File: src/crep_pkg.sv
`timescale 1ns / 1ps
package crep_pkg;

    localparam int DEF_LOG_DEPTH   = 1024;
    localparam int DEF_MAX_NODES   = 16;
    localparam int DEF_APPLY_BURST = 32;

    localparam int IDX_W   = 11;
    localparam int TERM_W  = 32;
    localparam int ID_W    = 5;
    localparam int CNT_W   = 6;
    localparam int RES_MAX = 48;
    localparam int QDEPTH  = 2;

    localparam logic [31:0] TERM_SAT = 32'hFFFF_FFFF;

    localparam logic [2:0] FN_VOTE_REQ = 3'd0;
    localparam logic [2:0] FN_APPEND   = 3'd1;
    localparam logic [2:0] FN_TIMEOUT  = 3'd2;
    localparam logic [2:0] FN_VOTE_REP = 3'd3;
    localparam logic [2:0] FN_PROPOSE  = 3'd4;
    localparam logic [2:0] FN_ACK      = 3'd5;
    localparam logic [2:0] FN_TICK     = 3'd6;

    localparam logic [2:0] K_VOTE_REP   = 3'd0;
    localparam logic [2:0] K_APPEND_REP = 3'd1;
    localparam logic [2:0] K_APPLY      = 3'd2;
    localparam logic [2:0] K_APPEND_REQ = 3'd3;
    localparam logic [2:0] K_VOTE_REQ   = 3'd4;
    localparam logic [2:0] K_PROP_ANS   = 3'd5;

    localparam logic [1:0] ROLE_FOLLOWER  = 2'd0;
    localparam logic [1:0] ROLE_CANDIDATE = 2'd1;
    localparam logic [1:0] ROLE_LEADER    = 2'd2;

    localparam logic REG_OWN_ID  = 1'b0;
    localparam logic REG_CLUSTER = 1'b1;

    typedef enum logic [2:0] {
        OP_VOTE_REQ,
        OP_APPEND,
        OP_TIMEOUT,
        OP_VOTE_REP,
        OP_PROPOSE,
        OP_ACK,
        OP_TICK,
        OP_NONE
    } op_t;

    typedef struct packed {
        op_t               op;
        logic [TERM_W-1:0] msg_term;
        logic [ID_W-1:0]   peer;
        logic [IDX_W-1:0]  ref_index;
        logic [TERM_W-1:0] ref_term;
        logic [IDX_W-1:0]  leader_commit;
        logic              has_entry;
        logic [TERM_W-1:0] entry_term;
        logic [31:0]       payload;
        logic              granted;
    } item_t;

    typedef struct packed {
        logic [2:0]        kind;
        logic              ok;
        logic [IDX_W-1:0]  out_index;
        logic [TERM_W-1:0] out_term;
        logic [ID_W-1:0]   dest;
        logic [31:0]       out_payload;
        logic [IDX_W-1:0]  out_commit;
    } res_t;

    typedef struct packed {
        logic not_full;
        logic has_data;
    } q_stat_t;

endpackage

File: src/crep_queue.sv
`timescale 1ns / 1ps
module crep_queue
    import crep_pkg::*;
(
    input  logic    clk,
    input  logic    rst_n,
    input  logic    push,
    input  item_t   push_item,
    input  logic    pop,
    output item_t   pop_item,
    output q_stat_t stat
);

    localparam int QAW = $clog2(QDEPTH);

    item_t            mem_reg [QDEPTH];
    logic [QAW-1:0]   wr_ptr_reg;
    logic [QAW-1:0]   rd_ptr_reg;
    logic [QAW:0]     count_reg;
    logic             do_push;
    logic             do_pop;

    assign stat.not_full = (count_reg != (QAW+1)'(QDEPTH));
    assign stat.has_data = (count_reg != '0);
    assign do_push = push && stat.not_full;
    assign do_pop  = pop && stat.has_data;
    assign pop_item = mem_reg[rd_ptr_reg];

    always_ff @(posedge clk or negedge rst_n)
    begin
        if (!rst_n)
        begin
            wr_ptr_reg <= '0;
            rd_ptr_reg <= '0;
            count_reg  <= '0;
        end
        else
        begin
            if (do_push)
            begin
                wr_ptr_reg <= wr_ptr_reg + 1'b1;
            end
            if (do_pop)
            begin
                rd_ptr_reg <= rd_ptr_reg + 1'b1;
            end
            if (do_push && !do_pop)
            begin
                count_reg <= count_reg + 1'b1;
            end
            else if (do_pop && !do_push)
            begin
                count_reg <= count_reg - 1'b1;
            end
        end
    end

    always_ff @(posedge clk)
    begin
        if (do_push)
        begin
            mem_reg[wr_ptr_reg] <= push_item;
        end
    end

endmodule

File: config.mk
export PLATFORM = sky130hd
export DESIGN_NAME = crep_queue
export DESIGN_NICKNAME = d
export VERILOG_FILES = /design/src/crep_pkg.sv /design/src/crep_queue.sv
export SDC_FILE = /design/constraint.sdc
export NUM_CORES = 1
export LEC_CHECK = 0
export ABC_CLOCK_PERIOD_IN_PS = 8000
export BUFFER_PORTS_ARGS = -buffer_cell sky130_fd_sc_hd__buf_2
export CORE_MARGIN = 2
export CORE_UTILIZATION = 45
export DETAILED_ROUTE_END_ITERATION = 8
export PLACE_DENSITY = 0.77
export SLEW_MARGIN = 30
export SYNTH_ARGS = -nofsm -noshare
export SYNTH_HDL_FRONTEND = slang
export SYNTH_SLANG_ARGS = --single-unit
File: constraint.sdc
create_clock -name clk -period 8 [get_ports clk]
set_clock_uncertainty 0.05 [all_clocks]
set_input_delay 0.4 -clock clk [delete_from_list [all_inputs] [get_ports clk]]
set_output_delay 0.4 -clock clk [all_outputs]
set_load 0.005 [all_outputs]
==> run_results.csv <==
group,metric,value,unit
sta,max_slew_violation_count,0,
logic_synthesis,synth.yosys.warnings,0,
sta,setup_viol,0,
cells_and_area,regArea,9710,sq um
worst_setup_path,setup.worst_path.end_class,"output pin",
worst_hold_path,min_delay_path_depth,1,
worst_hold_path,min-delay-start,"push_item[109]",
worst_setup_path,timing.rr.start,"count_reg[0]",
sta,layout_min_cycle_time,3.35,ns
logic_synthesis,synth.yosys.seq_area_share,0.802,
route,antenna_left,0,
cells_and_area,max_reg_flops,320,
die,pin_count,326,
clock_tree,root_buffer,"clkbuf_16",
logic_synthesis,mean_instance_size_in_the_synthesized_netlist,23.5,sq um
sta,finalHoldViolCount,0,
global_routing,gr-usage-all-layers,0.173,
sta,timing.setup.tns,0,ns
logic_synthesis,synthesis.instances,516,
worst_setup_path,timing.critical_path.required,7.55,ns
worst_hold_path,hp-class,"primary input to flip-flop",
route,drt-vias-per-instance,4.78,
route,drc,0,
route,top_layer_used,"met4",
cells_and_area,mostFrequentLayoutCell,"buf_2",
cells_and_area,area_delta_synth_final,37.4,%
route,m1WireLength,9.35,mm
die,placement_rows,60,
logic_synthesis,ys_seq_elements,324,
route,detail_routed_net_length_per_standard_cell,18.2,um
run_status,run_status,"completed",
worst_setup_path,worst-path-max-fanout,56,
clock_tree,clock_latency,0.54,ns
clock_tree,clock-sinks,324,
worst_setup_path,timing.reg2reg.setup_slack,5.49,ns
clock_tree,tritoncts.num_buffers,31,
worst_setup_path,crit_arrival,2.90,ns
route,first_iter_violations,417,
clock_tree,tritoncts,"yes",
clock_tree,htree_num_levels,1,
cells_and_area,mostFrequentLayoutCells,"325 x buf_2, 320 x edfxtp_1, 159 x dlygate4sd3_1, 90 x mux2_4, 70 x mux2_2",
power,powerDensity,328,nW/um^2
route,detail_route.wirelength,25.2,mm
cells_and_area,nFillCells,1817,
global_routing,largest_net_degree_at_the_start_of_global_routing,75,
clock_tree,worst_setup_hold_path_clk_slew,0.06,ns
die,start_util,0.454,
place,place.detailed.hpwl,14.8,mm
clock_tree,cts.repair_timing.setup_buffer_count,0,
sta,slew-limit-headroom,0.395,
power,power.static_leakage,6.52,nW
cells_and_area,final_standard_cell_area_without_fillers,16600,sq um
die,die_area,28200,sq um
sta,tightest_slew,0.908,ns
cells_and_area,multiInputGateArea,2240,sq um
global_routing,overflow,0,
logic_synthesis,postSynthNetCount,681,
worst_setup_path,kind_of_critical_path,"flip-flop to output pin",
place,postPlaceCellArea,14100,sq um
die,placeable_core_region,26700,sq um
die,floorplan.die.height,168,um
logic_synthesis,synth_area,12100,sq um
global_routing,grt_first_pass_wirelength,38.2,mm
place,io_port_bufs,325,
sta,final_min_period_over_clock_period,0.419,
logic_synthesis,synth.lib_cells_used.distinct,15,
place,gp_congestion,0.742,
cells_and_area,drive_above_1_share,0.510,
sta,fmax,0.298,GHz
sta,hold_ws,0.0384,ns
worst_setup_path,reg2regPathDepth,4,
route,wl_met3,1.77,mm
clock_tree,clockBufferDepth,3,
die,die_w,168,um
worst_setup_path,worstSetupStartpoint,"rd_ptr_reg",
worst_setup_path,worstSetupStartpointType,"flip-flop",
route,routed-via-count,6638,
cells_and_area,layout.nets,1186,
global_routing,number_of_global_route_vias_before_repair,7170,
flow_run,maxCapViolCount,0,
global_routing,grt_antenna_before_repair,2,
route,detailedRoute.firstPassIterationCount,4,
route,met2_wirelength,13.4,mm
power,ir_drop,0.000256,V
sta,rsz0062_at_grt,"no",
==> where the power goes <==
| group | leakage (nW) | total (W) | switching, W | internal [W] |
|---|---|---|---|---|
| Sequential | 3.02 | 0.00249 | 0.000161 | 0.00232 |
| Combinational | 3.04 | 0.00158 | 0.000721 | 0.000862 |
| Clock | 0.462 | 0.00138 | 0.000576 | 0.000805 |
| Total | 6.52 | 0.00545 | 0.00146 | 0.00399 |
==> cell usage after synthesis <==
cell type / instances / share of area
nand2_1: 2 / 0.00062
xor2_1: 2 / 0.0014
nor2_1: 2 / 0.00062
xnor2_1: 3 / 0.0022
inv_1: 1 / 0.00031
dfrtp_1: 4 / 0.0083
edfxtp_1: 320 / 0.79
buf_2: 7 / 0.0029
ha_1: 1 / 0.0010
or2_2: 1 / 0.00052
nand2b_1: 1 / 0.00052
mux2_4: 90 / 0.11
mux2_2: 70 / 0.065
and3_1: 1 / 0.00052
buf_6: 11 / 0.010
==> through the flow <==
step	setup slack, ns	total power, W	utilization	cells
after floorplan	2.68	0.00352	-	516
after detailed placement	5.09	0.00404	0.527	1170
after CTS	4.50	0.00549	0.623	1386
final	4.65	0.00545	0.624	1388
after global routing	4.50	0.00570	0.624	1388
after global placement	5.10	0.00400	0.527	1170
==> area by class of cell <==
type	count	share of cell area
diodes	2	0.000301
clock buffers	41	0.0489
clock inverters	16	0.00880
inverters	1	0.000226
multi-input cells	173	0.135
flip-flops and latches	324	0.584
well taps	341	0.0257
repair buffers	490	0.197
==> kinds of logic (layout without fill, tap and decap cells) <==
| family | count (synthesis) | after routing | synth area share |
|---|---|---|---|
| XOR/XNOR | 5 | 5 | 0.00362 |
| adder cells (fa/ha/maj) | 1 | 1 | 0.00103 |
| buffers and inverters | 19 | 548 | 0.0134 |
| flip-flops | 324 | 324 | 0.802 |
| multiplexers | 160 | 160 | 0.177 |
| other | 0 | 2 | 0 |
| AND/OR/NAND/NOR | 7 | 7 | 0.00279 |
==> critical path, cell delays in order (launching register included) <==
cell	delay, ns
dfrtp_4	1.02
buf_4	0.74
mux2_2	0.43
buf_2	0.14
==> what timing repair did <==
| item | 4_1_cts | 5_1_grt |
|---|---|---|
| resized for setup | 0 | 0 |
| hold buffers | 159 | 0 |
| hold endpoints to repair | 320 | 0 |
==> per-layer routing <==
metal | global-route usage | vias up
li1 | - | 3067
met1 | 0.194 | 3251
met2 | 0.320 | 270
met3 | 0.0418 | 50
met4 | 0.0631 | 0
met5 | 0 | -
==> worst paths after layout <==
path | to
setup reg to reg | mem_reg[0][44]
hold / removal | mem_reg[1][109]
hold reg to reg | count_reg[1]
setup / recovery | pop_item[34]
min in group asynchronous | wr_ptr_reg
max in group asynchronous | rd_ptr_reg
(Power assumes the default switching activity.)
