**config.mk**
```make
export PLATFORM = sky130hd
export DESIGN_NAME = crep_front
export DESIGN_NICKNAME = d
export VERILOG_FILES = /design/src/crep_pkg.sv /design/src/crep_front.sv
export SDC_FILE = /design/constraint.sdc
export NUM_CORES = 1
export LEC_CHECK = 0
export BUFFER_PORTS_ARGS = -buffer_cell sky130_fd_sc_hd__buf_2
export CAP_MARGIN = 20
export CORE_MARGIN = 2
export CORE_UTILIZATION = 25
export DETAILED_ROUTE_END_ITERATION = 8
export PLACE_DENSITY_LB_ADDON = 0.15
export SLEW_MARGIN = 40
export SYNTH_ARGS = -nofsm -noshare
export SYNTH_HDL_FRONTEND = slang
export SYNTH_SLANG_ARGS = --single-unit
```
**constraint.sdc**
```tcl
create_clock -name clk -period 2.6 [get_ports clk]
set_clock_uncertainty 0.05 [all_clocks]
set_input_delay 0.52 -clock clk [delete_from_list [all_inputs] [get_ports clk]]
set_output_delay 0.52 -clock clk [all_outputs]
set_load 0.01 [all_outputs]
```
**src/crep_pkg.sv**
```systemverilog
`timescale 1ns / 1ps
package crep_pkg;

    localparam int DEF_LOG_DEPTH   = 1024;
    localparam int DEF_MAX_NODES   = 16;
    localparam int DEF_APPLY_BURST = 32;

    localparam int IDX_W   = 11;
    localparam int TERM_W  = 32;
    localparam int ID_W    = 5;
    localparam int CNT_W   = 6;
    localparam int RES_MAX = 48;
    localparam int QDEPTH  = 2;

    localparam logic [31:0] TERM_SAT = 32'hFFFF_FFFF;

    localparam logic [2:0] FN_VOTE_REQ = 3'd0;
    localparam logic [2:0] FN_APPEND   = 3'd1;
    localparam logic [2:0] FN_TIMEOUT  = 3'd2;
    localparam logic [2:0] FN_VOTE_REP = 3'd3;
    localparam logic [2:0] FN_PROPOSE  = 3'd4;
    localparam logic [2:0] FN_ACK      = 3'd5;
    localparam logic [2:0] FN_TICK     = 3'd6;

    localparam logic [2:0] K_VOTE_REP   = 3'd0;
    localparam logic [2:0] K_APPEND_REP = 3'd1;
    localparam logic [2:0] K_APPLY      = 3'd2;
    localparam logic [2:0] K_APPEND_REQ = 3'd3;
    localparam logic [2:0] K_VOTE_REQ   = 3'd4;
    localparam logic [2:0] K_PROP_ANS   = 3'd5;

    localparam logic [1:0] ROLE_FOLLOWER  = 2'd0;
    localparam logic [1:0] ROLE_CANDIDATE = 2'd1;
    localparam logic [1:0] ROLE_LEADER    = 2'd2;

    localparam logic REG_OWN_ID  = 1'b0;
    localparam logic REG_CLUSTER = 1'b1;

    typedef enum logic [2:0] {
        OP_VOTE_REQ,
        OP_APPEND,
        OP_TIMEOUT,
        OP_VOTE_REP,
        OP_PROPOSE,
        OP_ACK,
        OP_TICK,
        OP_NONE
    } op_t;

    typedef struct packed {
        op_t               op;
        logic [TERM_W-1:0] msg_term;
        logic [ID_W-1:0]   peer;
        logic [IDX_W-1:0]  ref_index;
        logic [TERM_W-1:0] ref_term;
        logic [IDX_W-1:0]  leader_commit;
        logic              has_entry;
        logic [TERM_W-1:0] entry_term;
        logic [31:0]       payload;
        logic              granted;
    } item_t;

    typedef struct packed {
        logic [2:0]        kind;
        logic              ok;
        logic [IDX_W-1:0]  out_index;
        logic [TERM_W-1:0] out_term;
        logic [ID_W-1:0]   dest;
        logic [31:0]       out_payload;
        logic [IDX_W-1:0]  out_commit;
    } res_t;

    typedef struct packed {
        logic not_full;
        logic has_data;
    } q_stat_t;

endpackage

```
**src/crep_front.sv**
```systemverilog
`timescale 1ns / 1ps
module crep_front
    import crep_pkg::*;
(
    input  logic        clk,
    input  logic        rst_n,
    input  logic        in_valid,
    output logic        in_ready,
    input  item_t       in_item,
    input  logic [2:0]  in_func,
    input  q_stat_t     q_stat,
    output logic        q_push,
    output item_t       q_item
);

    logic  stage_v_reg;
    item_t stage_reg;
    op_t   op_c;

    // Decode the selector into the operation that the back end runs.
    always_comb
    begin
        unique case (in_func)
            FN_VOTE_REQ: op_c = OP_VOTE_REQ;
            FN_APPEND:   op_c = OP_APPEND;
            FN_TIMEOUT:  op_c = OP_TIMEOUT;
            FN_VOTE_REP: op_c = OP_VOTE_REP;
            FN_PROPOSE:  op_c = OP_PROPOSE;
            FN_ACK:      op_c = OP_ACK;
            FN_TICK:     op_c = OP_TICK;
            default:     op_c = OP_NONE;
        endcase
    end

    assign q_push   = stage_v_reg && q_stat.not_full;
    assign in_ready = !stage_v_reg || q_stat.not_full;
    assign q_item   = stage_reg;

    always_ff @(posedge clk or negedge rst_n)
    begin
        if (!rst_n)
        begin
            stage_v_reg <= 1'b0;
        end
        else if (in_ready)
        begin
            stage_v_reg <= in_valid;
        end
    end

    always_ff @(posedge clk)
    begin
        if (in_valid && in_ready)
        begin
            stage_reg    <= in_item;
            stage_reg.op <= op_c;
        end
    end

endmodule

```
==> results.txt <==
The leading cell type in the layout, fill and taps excluded is sky130_fd_sc_hd__buf_2. The routed design could run at a clock period as short as approximately 1.7 ns. The ratio of final minimum period to clock period came out at a little under two thirds. At the pin with the least slew margin, the transition time is ~0.44 ns. The area share of the largest cell type after synthesis came out at a little over nine tenths. Entering global routing, the biggest net connects 40 pins. The timing-limited maximum frequency is ~0.6 GHz.

The maximum fanout along the worst path is 2. The count of maximum capacitance violations came out at 0. The TritonCTS sink count is between 150 and 200. The library cells used most frequently in the layout, excluding fill and tap cells, are sky130_fd_sc_hd__buf_2, sky130_fd_sc_hd__edfxtp_1, sky130_fd_sc_hd__clkbuf_16.

The first-iteration detailed-routing DRC count came out at around 120. The synthesized net count is approximately 340. The routed length per placed instance came out at ~15 um. During I/O placement, the number of pins put on the boundary was 330. The design area is 7461 um2. The power density of the placed cells is approximately 780 nW/um2. In this run the critical register-to-register path is launched from stage_v_reg.

The Yosys step of the flow raised 0 warnings. Tracing the worst setup path back leads to its startpoint at stage_v_reg. The first-pass GRT wire length is between 15 and 20 mm. The number of placed instances, taps included is between 700 and 800.

The buffers inserted during post-CTS setup optimization came out at 0. The relative slew slack came out at between 70% and 80%. The H-tree level count is 4. Setup violations remaining at the end of the flow were counted as 0. The number of placement rows came out at 51. The area of the die is between 20000 and 25000 um2. For this run, the register share of the synthesized area comes to 99.05%. The count of final hold-check violations was 0. The worst setup path is captured at an output pin. The half-perimeter wire length of the detailed placement result came out at 9.169 mm. The number of standard cells in the layout, taps in and fillers out came out at approximately 790.

The largest total area in the synthesized netlist belongs to sky130_fd_sc_hd__edfxtp_1. The number of slew-limit violations in the final report came out at 0. The minimum hold slack is 0.2304 ns. Compared with the post-synthesis result, the final layout area differs by 53.02%. Across all layers, the routed design uses approximately 3000 vias. The aggregate routed wire length is approximately 12 mm. Ranked by total cell area, the synthesized netlist is headed by sky130_fd_sc_hd__edfxtp_1, sky130_fd_sc_hd__dfrtp_1, sky130_fd_sc_hd__nand2b_4, sky130_fd_sc_hd__clkbuf_1, sky130_fd_sc_hd__and2_4. The DRC violation count after routing came out at 0. The share of post-route cells with drive strength above 1 is 68.06%. The worst setup path is launched from a register.

The number of detailed-route iterations in the first pass is 4. The placeable core region is a little under 20000 um2. The clock transition time at the flip-flop clock pins of the worst setup and hold paths is around 0.060 ns. The initial antenna violation count came out at 3.

The tree is rooted in a sky130_fd_sc_hd__clkbuf_16. The post-synthesis register bit count came out at 161. The number of global-route vias before repair is just over 3000. The total global routing track utilization came out at 11.09%. The run finished with clean final reports. The floorplan step set the die height to about 140 um. Setup repair after global routing left no endpoint under its margin. The capturing instance or port of the critical path is q_push.

In the routed layout, each cell is associated on average with a via count of around 3.7. The number of unique standard cell types used by synthesis came out at 7. The post-route antenna net violation count came out at 0. The sum of overflow across all layers after global routing came out at 0. The sum of negative setup slack came out at 0 ns.

The peak supply drop is between 0.4 and 0.5 mV. The final estimated routing congestion in global placement is approximately 0.7. The gate count after technology mapping is between 150 and 200. The cell area after placement is just under 7000 um2.

The filler cells instantiated in the layout total about 1900. The data required time at the worst endpoint is 2.03 ns. The number of cells traversed by the worst register-to-register path is 3.

The number of CTS-inserted buffers is 17. The class of the worst hold path is input port to register. The setup path with the least slack is of type register to output pin. Once the floorplan was initialized, standard cells occupied between 20% and 30% of the core.

The final net count came out at around 700. The number of buffers added on ports came out at between 300 and 400. The register with the most flip-flops in the layout has 160 of them. The clock latency at the later pin of the worst-skew pair came out at 0.41 ns. At the worst endpoint, the arrival time is approximately 1.1 ns.

The endpoint identified for the worst register-to-register timing path is q_item[101]. The setup check on the worst reg-to-reg path leaves a slack of 1.00 ns. TritonCTS built the clock tree. The standby leakage power is just over 3 nW.

The deepest clock path buffer count is 2. In this run the mean area of a mapped cell was roughly 29 um2. The cell area after synthesis is approximately 4900 um2.

The die is 143.7 um wide.
## repair_timing
| action | CTS | global route |
|---|---|---|
| resized for setup | 0 | 0 |
| hold endpoints to repair | 1 | 0 |
| hold buffers | 1 | 0 |
## logic make-up after synthesis
group / after synthesis / synth area share [%]
buffers and inverters: 3 / 0.2309
AND/OR/NAND/NOR: 4 / 0.7186
flip-flops: 161 / 99.05
## cell type report
type / instances / area, um2 / share of cell area (%)
tap: 265 / 331.6 / 4.444
timing repair buffer: 330 / 1717 / 23.01
clock inverter: 12 / 110.1 / 1.476
sequential: 161 / 4830 / 64.73
antenna: 2 / 5.005 / 0.06708
clock buffer: 19 / 432.9 / 5.802
multi-input combinational: 4 / 35.03 / 0.4696
## Yosys cell counts
| cell | number |
|---|---|
| sky130_fd_sc_hd__and2_1 | 1 |
| sky130_fd_sc_hd__and2_4 | 1 |
| sky130_fd_sc_hd__clkbuf_1 | 3 |
| sky130_fd_sc_hd__dfrtp_1 | 1 |
| sky130_fd_sc_hd__edfxtp_1 | 160 |
| sky130_fd_sc_hd__nand2b_1 | 1 |
| sky130_fd_sc_hd__nand2b_4 | 1 |
## how the worst min path moves through the flow
stage                        endpoint  depth (start not counted)    startpoint
after floorplan           stage_v_reg                          0         rst_n
after global placement    stage_v_reg                          1         rst_n
after detailed placement  stage_v_reg                          1         rst_n
after CTS                 q_item[116]                          1  in_item[116]
after global routing      q_item[116]                          1  in_item[116]
final                     q_item[116]                          1  in_item[116]
## routing by layer
layer | part of all wire, % | GRT usage [%] | wire length (um) | vias up
met4 | 2.8 | 6.089 | 330 | 0
met5 | 0 | 0 | 0 | -
li1 | - | - | - | 1368
met2 | 51 | 18.40 | 6037 | 185
met3 | 12 | 5.865 | 1468 | 21
met1 | 34 | 11.24 | 4088 | 1399
## critical path: stages, from the launching register on
cell and delay [ns]:
sky130_fd_sc_hd__dfrtp_1 0.41, sky130_fd_sc_hd__and2_1 0.14, sky130_fd_sc_hd__buf_2 0.13
## through the flow
| step | setup WS [ns] | util, % | power [mW] |
|---|---|---|---|
| floorplan | 0.3165 | - | 3.252 |
| global placement | 0.7499 | 35.82 | 3.538 |
| detailed placement | 0.7206 | 35.82 | 3.545 |
| CTS | 0.9061 | 38.69 | 5.891 |
| global route | 0.8894 | 38.72 | 6.030 |
| finish | 0.9400 | 38.72 | 5.787 |
## report_power, final
group          switching [mW]  internal (mW)
logic                   0.228          0.191
registers              0.0311           3.03
clock network           0.993           1.32
total                    1.25           4.53
Note: power is estimated with default switching activity, not from simulation.
